`config.mk`:
```
export PLATFORM = sky130hd
export DESIGN_NAME = wavetable_oscillator
export DESIGN_NICKNAME = d
export VERILOG_FILES = /design/src/hw/rtl/wto_pkg.sv /design/src/hw/rtl/wto_wave_entry.sv /design/src/hw/rtl/wto_interp.sv /design/src/hw/rtl/wavetable_oscillator.sv
export SDC_FILE = /design/constraint.sdc
export NUM_CORES = 2
export LEC_CHECK = 0
export BUFFER_PORTS_ARGS = -buffer_cell sky130_fd_sc_hd__buf_2
export CORE_MARGIN = 4
export CORE_UTILIZATION = 25
export DETAILED_ROUTE_END_ITERATION = 16
export SYNTH_ARGS = -nofsm -noshare
export SYNTH_HDL_FRONTEND = slang
export SYNTH_HIERARCHICAL = 1
export SYNTH_SLANG_ARGS = --single-unit
```
`constraint.sdc`:
```
create_clock -name clk -period 23.5 [get_ports clk]
set_clock_uncertainty 0.15 [all_clocks]
set_input_delay 1.175 -clock clk [delete_from_list [all_inputs] [get_ports clk]]
set_output_delay 1.175 -clock clk [all_outputs]
set_load 0.01 [all_outputs]
```
`src/hw/rtl/wto_pkg.sv`:
```
`timescale 1ns / 1ps
// ----------------------------------------------------------------------------
// wto_pkg: shared types and constants of the wavetable oscillator
// Table geometry, register codes, waveform codes and the quarter-wave sine ROM
// built at elaboration from an odd Taylor polynomial in Q30.
// ----------------------------------------------------------------------------
package wto_pkg;

	localparam int TABLE_SIZE = 1024;
	localparam int FRAC_BITS  = 16;

	// Log2 of the largest power of two not above TABLE_SIZE
	localparam int IDX_W   = $clog2(TABLE_SIZE + 1) - 1;
	localparam int QTR_W   = IDX_W - 2;
	localparam int QUARTER = 1 << QTR_W;
	localparam int REM_W   = 32 - IDX_W;

	localparam int PHASE_W     = 32;
	localparam int SAMPLE_W    = 16;
	localparam int DIFF_W      = SAMPLE_W + 1;
	localparam int PROD_W      = FRAC_BITS + DIFF_W + 1;
	localparam int SUM_W       = SAMPLE_W + 2;
	localparam int CFG_INDEX_W = 8;
	localparam int CFG_DATA_W  = 32;

	localparam logic [PHASE_W-1:0] PHASE_STEP_RST = 32'd19477829;

	localparam logic [CFG_INDEX_W-1:0] CFG_WAVE_SHAPE = 8'd0;
	localparam logic [CFG_INDEX_W-1:0] CFG_PHASE_STEP = 8'd1;

	typedef enum logic [1:0] {
		SHAPE_SINE   = 2'd0,
		SHAPE_TRI    = 2'd1,
		SHAPE_SQUARE = 2'd2,
		SHAPE_SAW    = 2'd3
	} shape_t;

	localparam logic signed [SAMPLE_W-1:0] SAMPLE_MAX = 16'sh7fff;
	localparam logic signed [SAMPLE_W-1:0] SAMPLE_MIN = -16'sh8000;

	localparam logic [63:0] SIN_C1 = 64'd1686629713;
	localparam logic [63:0] SIN_C3 = 64'd693598668;
	localparam logic [63:0] SIN_C5 = 64'd85569306;
	localparam logic [63:0] SIN_C7 = 64'd5026995;
	localparam logic [63:0] SIN_C9 = 64'd172272;

	typedef logic [SAMPLE_W-2:0] sine_rom_t [QUARTER];

	// Sine magnitude of a Q30 quarter-wave position, rounded to Q15, capped
	function automatic logic [SAMPLE_W-2:0] sine_mag(input logic [63:0] t);
		logic [63:0] t2;
		logic [63:0] p;
		logic [63:0] s;
		logic [63:0] r;
		t2 = (t * t) >> 30;
		p  = SIN_C9;
		p  = SIN_C7 - ((t2 * p) >> 30);
		p  = SIN_C5 - ((t2 * p) >> 30);
		p  = SIN_C3 - ((t2 * p) >> 30);
		p  = SIN_C1 - ((t2 * p) >> 30);
		s  = (t * p) >> 30;
		r  = (s + 64'd16384) >> 15;
		return (r > 64'd32767) ? 15'h7fff : r[SAMPLE_W-2:0];
	endfunction

	function automatic sine_rom_t build_sine_rom();
		sine_rom_t rom;
		for (int i = 0; i < QUARTER; i++) begin
			rom[i] = sine_mag(64'(i) << (30 - QTR_W));
		end
		return rom;
	endfunction

	localparam sine_rom_t SINE_ROM = build_sine_rom();
	localparam logic [SAMPLE_W-2:0] SINE_PEAK = sine_mag(64'd1 << 30);

endpackage

```
`src/hw/rtl/wto_wave_entry.sv`:
```
`timescale 1ns / 1ps
// ----------------------------------------------------------------------------
// wto_wave_entry: one waveform table entry
// Returns the Q1.15 value of entry idx for the selected shape: sine from the
// quarter-wave ROM, triangle, square and saw computed from the index.
// ----------------------------------------------------------------------------
module wto_wave_entry (
	input  wto_pkg::shape_t                              shape,
	input  logic [wto_pkg::IDX_W-1:0]                    idx,
	output logic signed [wto_pkg::SAMPLE_W-1:0]          value
);

	logic [1:0]                       quad;
	logic [wto_pkg::QTR_W-1:0]        r;
	logic [wto_pkg::QTR_W-1:0]        r_mirror;
	logic                             at_peak;
	logic [wto_pkg::SAMPLE_W-2:0]     mag;
	logic signed [wto_pkg::SAMPLE_W-1:0] sine_val;
	logic [wto_pkg::IDX_W:0]          down;
	logic [wto_pkg::IDX_W+15:0]       tri_up_w;
	logic [wto_pkg::IDX_W+16:0]       tri_dn_w;
	logic [wto_pkg::IDX_W+15:0]       saw_w;
	logic [16:0]                      tri_dn;
	logic [15:0]                      saw;
	logic signed [wto_pkg::SAMPLE_W-1:0] tri_val;
	logic signed [wto_pkg::SAMPLE_W-1:0] sq_val;
	logic signed [wto_pkg::SAMPLE_W-1:0] saw_val;

	// Sine: mirror odd quadrants, negate the second half
	assign quad     = idx[wto_pkg::IDX_W-1 -: 2];
	assign r        = idx[wto_pkg::QTR_W-1:0];
	assign r_mirror = -r;
	assign at_peak  = quad[0] && (r == '0);

	always_comb begin
		if (at_peak) begin
			mag = wto_pkg::SINE_PEAK;
		end else begin
			mag = wto_pkg::SINE_ROM[quad[0] ? r_mirror : r];
		end
		sine_val = quad[1] ? -$signed({1'b0, mag}) : $signed({1'b0, mag});
	end

	// Distance to the end of the table, N - idx
	assign down     = {1'b1, {wto_pkg::IDX_W{1'b0}}} - {1'b0, idx};
	assign tri_up_w = {idx, 16'b0};
	assign tri_dn_w = {down, 16'b0};
	assign saw_w    = {down, 15'b0};
	assign tri_dn   = tri_dn_w[wto_pkg::IDX_W+16:wto_pkg::IDX_W];
	assign saw      = saw_w[wto_pkg::IDX_W+15:wto_pkg::IDX_W];

	always_comb begin
		if (!idx[wto_pkg::IDX_W-1]) begin
			tri_val = $signed(tri_up_w[wto_pkg::IDX_W+15:wto_pkg::IDX_W]);
		end else if (tri_dn[16:15] != 2'b00) begin
			tri_val = wto_pkg::SAMPLE_MAX;
		end else begin
			tri_val = $signed(tri_dn[15:0]);
		end

		if (idx[wto_pkg::IDX_W-2:0] == '0) begin
			sq_val = '0;
		end else if (!idx[wto_pkg::IDX_W-1]) begin
			sq_val = wto_pkg::SAMPLE_MAX;
		end else begin
			sq_val = wto_pkg::SAMPLE_MIN;
		end

		saw_val = saw[15] ? wto_pkg::SAMPLE_MAX : $signed(saw);
	end

	always_comb begin
		case (shape)
			wto_pkg::SHAPE_SINE:   value = sine_val;
			wto_pkg::SHAPE_TRI:    value = tri_val;
			wto_pkg::SHAPE_SQUARE: value = sq_val;
			wto_pkg::SHAPE_SAW:    value = saw_val;
			default:               value = sine_val;
		endcase
	end

endmodule

```
`src/hw/rtl/wto_interp.sv`:
```
`timescale 1ns / 1ps
// ----------------------------------------------------------------------------
// wto_interp: linear interpolation between two table entries
// a + floor((b - a) * frac / 2^FRAC_BITS + 1/2), saturated to Q1.15.
// ----------------------------------------------------------------------------
module wto_interp (
	input  logic signed [wto_pkg::SAMPLE_W-1:0] a,
	input  logic signed [wto_pkg::DIFF_W-1:0]   diff,
	input  logic [wto_pkg::FRAC_BITS-1:0]       frac,
	output logic signed [wto_pkg::SAMPLE_W-1:0] sample
);

	localparam logic signed [wto_pkg::PROD_W-1:0] ROUND_HALF =
		$signed(wto_pkg::PROD_W'(1) << (wto_pkg::FRAC_BITS - 1));

	logic signed [wto_pkg::PROD_W-1:0] prod;
	logic signed [wto_pkg::PROD_W-1:0] rounded;
	logic signed [wto_pkg::SUM_W-1:0]  step;
	logic signed [wto_pkg::SUM_W-1:0]  sum;

	assign prod    = diff * $signed({1'b0, frac});
	assign rounded = prod + ROUND_HALF;
	// Arithmetic shift keeps the floor for negative slopes
	assign step    = rounded[wto_pkg::PROD_W-1:wto_pkg::FRAC_BITS];
	assign sum     = wto_pkg::SUM_W'(a) + step;

	always_comb begin
		if (sum > wto_pkg::SUM_W'(wto_pkg::SAMPLE_MAX)) begin
			sample = wto_pkg::SAMPLE_MAX;
		end else if (sum < wto_pkg::SUM_W'(wto_pkg::SAMPLE_MIN)) begin
			sample = wto_pkg::SAMPLE_MIN;
		end else begin
			sample = sum[wto_pkg::SAMPLE_W-1:0];
		end
	end

endmodule

```
`src/hw/rtl/wavetable_oscillator.sv`:
```
`timescale 1ns / 1ps
// ----------------------------------------------------------------------------
// wavetable_oscillator: phase-accumulator oscillator with table interpolation
// Throughput: one input transfer and one sample per cycle while the output is
// not held by m_axis_tready; every stage of the three registered stages (read
// position, table entries, interpolated sample) loads in the same cycle that it hands its item on.
// Reset clears the phase accumulator and the pipeline, loads wave_shape = sine
// and the default phase_step; no clearing pass is needed.
// ----------------------------------------------------------------------------
module wavetable_oscillator (
	input  logic                              clk,
	input  logic                              arst_n,

	// Configuration write channel
	input  logic                              cfg_valid,
	output logic                              cfg_ready,
	input  logic [wto_pkg::CFG_INDEX_W-1:0]   cfg_index,
	input  logic [wto_pkg::CFG_DATA_W-1:0]    cfg_data,

	// Input stream
	input  logic                              s_axis_tvalid,
	output logic                              s_axis_tready,
	input  logic [wto_pkg::PHASE_W-1:0]       s_axis_tdata,   // [31:0] freq_offset (signed)

	// Output stream
	output logic                              m_axis_tvalid,
	input  logic                              m_axis_tready,
	output logic [wto_pkg::SAMPLE_W-1:0]      m_axis_tdata    // [15:0] sample (signed Q1.15)
);

	// Configuration registers
	wto_pkg::shape_t                  wave_shape_q;
	logic [wto_pkg::PHASE_W-1:0]      phase_step_q;

	// Phase accumulator
	logic [wto_pkg::PHASE_W-1:0]      phase_acc_q;

	// Pipeline control
	logic                             vld_s1;
	logic                             vld_s2;
	logic                             vld_s3;
	logic                             adv_s1;
	logic                             adv_s2;
	logic                             adv_s3;
	logic                             in_xfer;

	// Pipeline payload
	logic [wto_pkg::PHASE_W-1:0]             rd_s1;
	logic signed [wto_pkg::SAMPLE_W-1:0]     a_s2;
	logic signed [wto_pkg::DIFF_W-1:0]       diff_s2;
	logic [wto_pkg::FRAC_BITS-1:0]           frac_s2;
	logic signed [wto_pkg::SAMPLE_W-1:0]     sample_s3;

	// Stage 1 to 2 datapath
	logic [wto_pkg::IDX_W-1:0]               idx;
	logic [wto_pkg::IDX_W-1:0]               idx_next;
	logic [wto_pkg::REM_W+wto_pkg::FRAC_BITS-1:0] rem_wide;
	logic [wto_pkg::FRAC_BITS-1:0]           frac;
	logic signed [wto_pkg::SAMPLE_W-1:0]     entry_a;
	logic signed [wto_pkg::SAMPLE_W-1:0]     entry_b;
	logic signed [wto_pkg::SAMPLE_W-1:0]     interp_sample;

	// ------------------------------------------------------------------
	// Configuration: always ready. The user writes only while idle; the block
	// has no interlock to enforce it. Unknown indexes are dropped.
	// ------------------------------------------------------------------
	assign cfg_ready = 1'b1;

	always_ff @(posedge clk or negedge arst_n) begin
		if (!arst_n) begin
			wave_shape_q <= wto_pkg::SHAPE_SINE;
			phase_step_q <= wto_pkg::PHASE_STEP_RST;
		end else if (cfg_valid && cfg_ready) begin
			unique case (cfg_index)
				wto_pkg::CFG_WAVE_SHAPE: wave_shape_q <= wto_pkg::shape_t'(cfg_data[1:0]);
				wto_pkg::CFG_PHASE_STEP: phase_step_q <= cfg_data;
				default: ;
			endcase
		end
	end

	// ------------------------------------------------------------------
	// Elastic pipeline: each stage loads when it is empty or when the stage
	// after it moves on, so a waiting output sample does not block intake
	// while an earlier stage has room.
	// ------------------------------------------------------------------
	assign adv_s3        = !vld_s3 || m_axis_tready;
	assign adv_s2        = !vld_s2 || adv_s3;
	assign adv_s1        = !vld_s1 || adv_s2;
	assign s_axis_tready = adv_s1;
	assign in_xfer       = s_axis_tvalid && s_axis_tready;

	always_ff @(posedge clk or negedge arst_n) begin
		if (!arst_n) begin
			vld_s1 <= 1'b0;
			vld_s2 <= 1'b0;
			vld_s3 <= 1'b0;
		end else begin
			if (adv_s1) begin
				vld_s1 <= s_axis_tvalid;
			end
			if (adv_s2) begin
				vld_s2 <= vld_s1;
			end
			if (adv_s3) begin
				vld_s3 <= vld_s2;
			end
		end
	end

	// Advance the accumulator by step plus per-transfer offset, mod 2^32
	always_ff @(posedge clk or negedge arst_n) begin
		if (!arst_n) begin
			phase_acc_q <= '0;
		end else if (in_xfer) begin
			phase_acc_q <= phase_acc_q + phase_step_q + s_axis_tdata;
		end
	end

	// ------------------------------------------------------------------
	// Stage 1: read position is the negated phase before this transfer
	// ------------------------------------------------------------------
	always_ff @(posedge clk) begin
		if (adv_s1) begin
			rd_s1 <= -phase_acc_q;
		end
	end

	// Top bits pick the entry, the following bits weight the next one.
	// Missing low fraction bits (wide tables) read as zero.
	assign idx      = rd_s1[wto_pkg::PHASE_W-1 -: wto_pkg::IDX_W];
	assign idx_next = idx + 1'b1;
	assign rem_wide = {rd_s1[wto_pkg::REM_W-1:0], {wto_pkg::FRAC_BITS{1'b0}}};
	assign frac     = rem_wide[wto_pkg::REM_W+wto_pkg::FRAC_BITS-1 -: wto_pkg::FRAC_BITS];

	wto_wave_entry u_entry_a (
		.shape (wave_shape_q),
		.idx   (idx),
		.value (entry_a)
	);

	wto_wave_entry u_entry_b (
		.shape (wave_shape_q),
		.idx   (idx_next),
		.value (entry_b)
	);

	// ------------------------------------------------------------------
	// Stage 2: hold the base entry, slope and fraction
	// ------------------------------------------------------------------
	always_ff @(posedge clk) begin
		if (adv_s2) begin
			a_s2    <= entry_a;
			diff_s2 <= wto_pkg::DIFF_W'(entry_b) - wto_pkg::DIFF_W'(entry_a);
			frac_s2 <= frac;
		end
	end

	wto_interp u_interp (
		.a      (a_s2),
		.diff   (diff_s2),
		.frac   (frac_s2),
		.sample (interp_sample)
	);

	// ------------------------------------------------------------------
	// Stage 3: output register, held until the downstream transfer
	// ------------------------------------------------------------------
	always_ff @(posedge clk) begin
		if (adv_s3) begin
			sample_s3 <= interp_sample;
		end
	end

	assign m_axis_tvalid = vld_s3;
	assign m_axis_tdata  = sample_s3;

	// ------------------------------------------------------------------
	// Assertions
	// ------------------------------------------------------------------

	// Intake stalls only when every stage is full and the output is held
	assert property (@(posedge clk) disable iff (!arst_n)
		!s_axis_tready |-> (vld_s1 && vld_s2 && vld_s3 && !m_axis_tready))
		else $error("intake stalled with room in the pipeline");

	// Phase moves only on an input transfer
	assert property (@(posedge clk) disable iff (!arst_n)
		!in_xfer |=> $stable(phase_acc_q))
		else $error("phase accumulator moved without an input transfer");

	// An accepted item occupies stage 1 on the next cycle
	assert property (@(posedge clk) disable iff (!arst_n)
		in_xfer |=> vld_s1)
		else $error("accepted item lost at stage 1");

	// A new output sample comes from a filled stage 2
	assert property (@(posedge clk) disable iff (!arst_n)
		$rose(m_axis_tvalid) |-> $past(vld_s2))
		else $error("output valid without a stage 2 item");

endmodule
```
# == Yosys cells after proc, flatten, opt, wreduce, memory -nomap -nowiden ==
# Memory sizes are Yosys's and may differ from the RTL's.
# Index checks and enable logic that the tools add are counted.
# op_classes
n_addsub,13
n_mul,1
n_div,0
order_cmp,4
eq_ne,4
shifts,0
muxes,23
n_bitwise,2
n_reduce_logical,19
# ops
cell,count
two-way mux 16 bit,11
one-hot mux 16 bit (4 select lines),2
two-way mux 15 bit,8
adder 32 bit,2
adder 34 x 17 -> 34 bit (second input constant),1
multiplier 17 x 17 -> 34 bit,1
negator 15 -> 16 bit,2
negator 32 bit,1
logical NOT 8 bit,3
subtractor 11 x 10 -> 11 bit (first input constant),2
adder 16 x 18 -> 18 bit,1
greater-or-equal comparator 9 bit (second input constant),2
> comparator 18 x 16 -> 1 bit (second input constant),1
logical NOT 9 bit,2
< comparator 18 x 16 -> 1 bit (second input constant),1
NOT 8 -> 9 bit,2
subtractor 16 x 16 -> 17 bit,1
two-way mux 8 bit,2
negator 8 bit,2
adder 10 x 1 -> 10 bit (second input constant),1
equality test 8 x 1 -> 1 bit (second input constant),1
equality test 2 bit (second input constant),2
AND reduction 2 bit,2
nonzero test 2 bit,2
5 further kinds,11
# word_totals
regBits,166
latchBits,0
ram_bits,0
rom_bits,7680
input_bits,77
output_inout_bits,19
elab_cells,79
n_memories,2
# mem_list
name,depth,word_bits,read_ports,rd_ports_with_merged_regs,wr,line,source
(no name shown),256,15,1,0,0,wto_wave_entry.sv:39,mag = wto_pkg::SINE_ROM[quad[0] ? r_mirror : r];
(no name shown),256,15,1,0,0,wto_wave_entry.sv:39,

# == Depth between registers and ports, before layout ==
# logic_depth
ltp_word,12
mapped_depth,35
depth_no_buf,31

# == By module ==
# The synthesis kept the hierarchy.
# by_module_without_submodules
module,n_inst,cells_per_inst,area_each_um2,seq_area_each_um2
wto_interp,1,1290,11389.7,0.0
wavetable_oscillator,1,769,9047.4,4473.0
wto_wave_entry (u_entry_a),1,1050,6583.8,0.0
wto_wave_entry (u_entry_b),1,1056,6577.6,0.0

# == Worst setup path before layout ==
# OpenSTA, ideal clock, no wires.
# synth_path
path_kind,register to register
from,reg diff_s2[16] (netlist name)
to,reg sample_s3 (netlist bit m_axis_tdata[12]) (data pin)
setup_ns,0.254
arrival_ns,7.828
t_required_ns,23.096
path_slack_ns,15.268
stages_incl_launch_ff,27
n_path_buf,2
period_less_slack_ns,8.232
path_cell_list,edfxtp_1 clkbuf_1 nand2_1 fa_1 inv_1 fa_1 fa_1 fa_1 fa_1 inv_1 fa_1 inv_1 ha_1 a21oi_1 o21ai_0 a211oi_1 o31ai_1 a211o_1 a21oi_1 xnor2_1 ha_1 o21ai_0 o31ai_1 xnor3_1 a311o_1 buf_6 a21o_1
# synth_between
elab_chain_cells,5
elab_cells_between_ends,6
classes_between,add/sub (2); mul (1); order compare (2); mux (1)
# synth_lines
element,line,source
start: declaration,wavetable_oscillator.sv:50,logic signed [wto_pkg::DIFF_W-1:0] diff_s2;
start signal: assignment,wavetable_oscillator.sv:154,diff_s2 <= wto_pkg::DIFF_W'(entry_b) - wto_pkg::DIFF_W'(entry_a);
multiplier 17 x 17 -> 34 bit (*),wto_interp.sv:21,"assign prod = diff * $signed({1'b0, frac});"
adder 34 x 17 -> 34 bit (*),wto_interp.sv:22,assign rounded = prod + ROUND_HALF;
adder 16 x 18 -> 18 bit (*),wto_interp.sv:25,assign sum = wto_pkg::SUM_W'(a) + step;
< comparator 18 x 16 -> 1 bit,wto_interp.sv:30,end else if (sum < wto_pkg::SUM_W'(wto_pkg::SAMPLE_MIN)) begin
two-way mux 16 bit,wto_interp.sv:30,
end signal: assignment,wavetable_oscillator.sv:171,sample_s3 <= interp_sample;
end: declaration,wavetable_oscillator.sv:52,logic signed [wto_pkg::SAMPLE_W-1:0] sample_s3;
# Every way passes the cells marked *; elsewhere a longest branch is shown, timed or not.
# A chain may end at the register's enable or synchronous reset.

# == Worst setup path after layout ==
# layout_path
from,reg frac_s2[8] (netlist name)
to,reg sample_s3 (netlist bit m_axis_tdata[1]) (data pin)
# layout_between
elab_chain_cells,5
elab_cells_between_ends,6
classes_between,add/sub (2); mul (1); order compare (2); mux (1)
# layout_lines
element,line,source
start: declaration,wavetable_oscillator.sv:51,logic [wto_pkg::FRAC_BITS-1:0] frac_s2;
start signal: assignment,wavetable_oscillator.sv:155,frac_s2 <= frac;
multiplier 17 x 17 -> 34 bit (*),wto_interp.sv:21,
adder 34 x 17 -> 34 bit (*),wto_interp.sv:22,
adder 16 x 18 -> 18 bit (*),wto_interp.sv:25,
< comparator 18 x 16 -> 1 bit,wto_interp.sv:30,
two-way mux 16 bit,wto_interp.sv:30,
# Marks and branches as above.

==> metrics.txt <==
# TYPE chip_impl_metric gauge
chip_impl_metric{name="antenna_cells",unit=""} 0
chip_impl_metric{name="floorplan.die.width",unit="um"} 375
chip_impl_metric{name="boundaryPins",unit=""} 96
chip_impl_metric{name="num_rows",unit=""} 134
chip_impl_metric{name="htree_levels",unit=""} 4
chip_impl_metric{name="relative_slew_slack",unit=""} 0.135
chip_impl_metric{name="signed_area_change_from_the_synthesized_netlist_to_the_final_layout",unit="%"} 7.87
chip_impl_metric{name="final.period_utilization",unit=""} 0.400
chip_impl_metric{name="numClockSinks",unit=""} 160
chip_impl_metric{name="synth_seq_area_share",unit=""} 0.133
chip_impl_metric{name="start_util",unit=""} 0.252
chip_impl_metric{name="fp.dieH",unit="um"} 375
chip_impl_info{name="crit_type",value="reg -> reg"} 1
chip_impl_metric{name="asyncSetResetFlopFracSynth",unit=""} 0.431
chip_impl_metric{name="regToRegSetupSlack",unit="ns"} 14.10
chip_impl_metric{name="pin_count_of_the_biggest_net_entering_global_routing",unit=""} 107
chip_impl_metric{name="vias_per_cell",unit=""} 5.62
chip_impl_metric{name="dr.first_iter.drc_count",unit=""} 4283
chip_impl_metric{name="net_count_after_synthesis",unit=""} 4762
chip_impl_info{name="crit_start",value="frac_s2[8]"} 1
chip_impl_metric{name="ys_warn_count",unit=""} 6
chip_impl_metric{name="cts_buffers",unit=""} 17
chip_impl_metric{name="gp_congestion",unit=""} 1.02
chip_impl_metric{name="yosys_register_bits",unit=""} 160
chip_impl_metric{name="met1_usage",unit=""} 0.229
chip_impl_info{name="run_status",value="finished clean"} 1
chip_impl_metric{name="max_freq",unit="GHz"} 0.106
chip_impl_info{name="hold_path_startpoint",value="rd_s1[20]"} 1
chip_impl_info{name="tritoncts",value="yes"} 1
chip_impl_metric{name="grt_first_pass_wirelength",unit="mm"} 191
chip_impl_metric{name="total_nets_final",unit=""} 4619
chip_impl_metric{name="n_fill_cell",unit=""} 14490
chip_impl_metric{name="synthDistinctLibCells",unit=""} 123
chip_impl_metric{name="synth.avg_cell_area",unit="um2"} 8.07
chip_impl_metric{name="finalHoldViolations",unit=""} 0
chip_impl_metric{name="grt_use_met3",unit=""} 0.0360
chip_impl_metric{name="grt_antenna_before_repair",unit=""} 4
chip_impl_metric{name="clock_tree.buffer_depth",unit=""} 2
chip_impl_metric{name="first_pass_iters",unit=""} 10
chip_impl_metric{name="drt_wl_total",unit="mm"} 125
chip_impl_metric{name="worst-endpoint-arrival",unit="ns"} 9.48
chip_impl_metric{name="slew_violations",unit=""} 0
chip_impl_metric{name="layout-drive-gt1-share",unit=""} 0.0875
chip_impl_info{name="grt_setup_unrepaired",value="no"} 1
chip_impl_metric{name="post-route-util",unit=""} 0.272
chip_impl_metric{name="critical_path_peak_fanout",unit=""} 17
chip_impl_info{name="hold_class",value="reg -> reg"} 1
chip_impl_metric{name="setup-violations-final",unit=""} 0
chip_impl_metric{name="postCtsSetupRepairBufs",unit=""} 0
chip_impl_metric{name="worstMarginPinSlew",unit="ns"} 1.29
chip_impl_metric{name="via_count",unit=""} 32626
chip_impl_metric{name="synth-edff-count",unit=""} 91
chip_impl_metric{name="place.port_buffers",unit=""} 94
chip_impl_metric{name="worst_ep_required_time",unit="ns"} 23.58
chip_impl_metric{name="detail_route.wl_per_cell",unit="um"} 21.5
chip_impl_metric{name="cts_hold_buffers",unit=""} 0
chip_impl_metric{name="fin_crit",unit="ns"} 9.40
chip_impl_info{name="top_usage_layer_grt",value="met2"} 1
chip_impl_metric{name="reg_clk_slew_reported_paths",unit="ns"} 0.08
chip_impl_metric{name="number_of_global_route_vias_before_repair",unit=""} 31494
chip_impl_info{name="synth_ff_type",value="edfxtp_1"} 1
chip_impl_metric{name="grt-ovfl-total",unit=""} 0
chip_impl_info{name="cts_root_buffer",value="clkbuf_16"} 1
chip_impl_metric{name="dp_hpwl",unit="mm"} 93.2
chip_impl_info{name="worst_setup_path_start_kind",value="flip-flop"} 1
chip_impl_metric{name="timing.setup.tns",unit="ns"} 0
chip_impl_metric{name="grtUsageMet2",unit=""} 0.261
chip_impl_metric{name="core",unit="um2"} 133000
chip_impl_metric{name="postSynthCellCount",unit=""} 4165
chip_impl_metric{name="max_cap_viol_count",unit=""} 0
chip_impl_metric{name="dieArea",unit="um2"} 140000
chip_impl_metric{name="grt_util_all_layers",unit=""} 0.171
chip_impl_metric{name="detail_route.drc_violations",unit=""} 0
chip_impl_metric{name="final_antenna_net_count",unit=""} 0
chip_impl_metric{name="worst_skew_late_latency",unit="ns"} 0.49
chip_impl_metric{name="cts-resized-gates",unit=""} 0
chip_impl_info{name="crit-reg2reg-launch",value="frac_s2[8]"} 1
chip_impl_metric{name="netlist_area",unit="um2"} 33600
chip_impl_info{name="cp-end-kind",value="flip-flop"} 1
## synthesized netlist by cell type (all sizes together) (98+ instances only)
library cell / count / area (um2)
nor3: 98 / 517
fa: 312 / 6250
nand2: 355 / 1330
o21ai: 252 / 1280
and2: 174 / 1090
a21oi: 219 / 1110
buf: 151 / 762
nor2: 219 / 825
ha: 208 / 2600
inv: 453 / 1700
xnor2: 101 / 892
nand3: 102 / 528
clkbuf: 185 / 696
## critical path: stages (launching register included)
cell and delay [ns]:
edfxtp_1 0.91, nand2_1 0.16, fa_1 0.52, inv_1 0.06, fa_1 0.52, fa_1 0.44
fa_1 0.54, fa_1 0.54, inv_1 0.06, fa_1 0.54, inv_1 0.04, ha_1 0.35
nand3_1 0.27, nor3b_1 0.27, a21o_1 0.27, a31oi_1 0.21, o31ai_1 0.64, a21oi_1 0.21
nand2b_1 0.18, a221oi_1 0.29, ha_1 0.26, o21ai_0 0.14, o31ai_1 0.27, xnor3_1 0.48
a311o_1 0.55, a21o_1 0.26
## per-stage QoR
stage	hold slack, ns	setup slack [ns]	cell area, um2	instances
finish	0.301	14.10	36200	5803
detailed placement	0.284	14.11	35600	5771
global placement	0.264	14.30	35600	5771
global route	0.320	13.55	36200	5803
floorplan	0.250	15.27	33600	4165
CTS	0.302	14.00	36200	5803
## sequential cells by signal, summed over array words and instances (netlist names)
signal	cells
m_axis_tvalid	1
phase_acc_q	32
diff_s2	17
a_s2	16
vld_s1	1
frac_s2	16
wave_shape_q	2
m_axis_tdata	16
rd_s1	26
vld_s2	1
phase_step_q	32
## placed cells by master, fill, tap and decap left out, drive strengths merged, types with 37 or more instances in the layout
cell and count:
inv 464, nand2 355, fa 312, o21ai 252
nor2 219, a21oi 219, ha 208, and2 174
buf 174, nand3 102, xnor2 101, nor3 98
edfxtp 91, a211oi 89, o211ai 78, a21o 62
a31oi 60, dfrtp 58, nand2b 56, xor2 45
mux2 41, nor2b 38, o221ai 38, o31ai 37
## kinds of logic after synthesis
logic type,count (synthesis),synth area share
xor gates and xnor gates,147,0.0395
other,1,0.000112
muxes,77,0.0245
adders and majority gates,522,0.264
and+or+nand+nor,1239,0.190
AOI/OAI and AO/OA,1230,0.255
DFF,160,0.133
buffers and inverters,789,0.0940
## layout make-up
class | count | area (um2) | area share
Clock inverter | 15 | 213 | 0.00587
Timing Repair Buffer | 174 | 1100 | 0.0303
Clock buffer | 17 | 425 | 0.0117
Sequential cell | 160 | 4470 | 0.123
Tap cell | 1768 | 2210 | 0.0610
Multi-Input combinational cell | 3216 | 26100 | 0.721
Inverter | 453 | 1700 | 0.0469
## path summary, 6_finish.rpt
path                       cells after the start               end
max                                           25   m_axis_tdata[1]
min                                            0       frac_s2[14]
max reg2reg                                   25   m_axis_tdata[1]
min reg2reg                                    0       frac_s2[14]
max in group asynchronous                      1   phase_acc_q[17]
min in group asynchronous                      1  phase_step_q[28]
## routing by layer
layer,up-vias,part of all wire
li1,14536,-
met1,15779,0.41
met2,1912,0.44
met3,395,0.098
met4,4,0.054
met5,-,0.00022
Power is left out: the tool's default activity adds up to more than one toggle a clock period on the data nets, which glitch-free logic cannot reach.
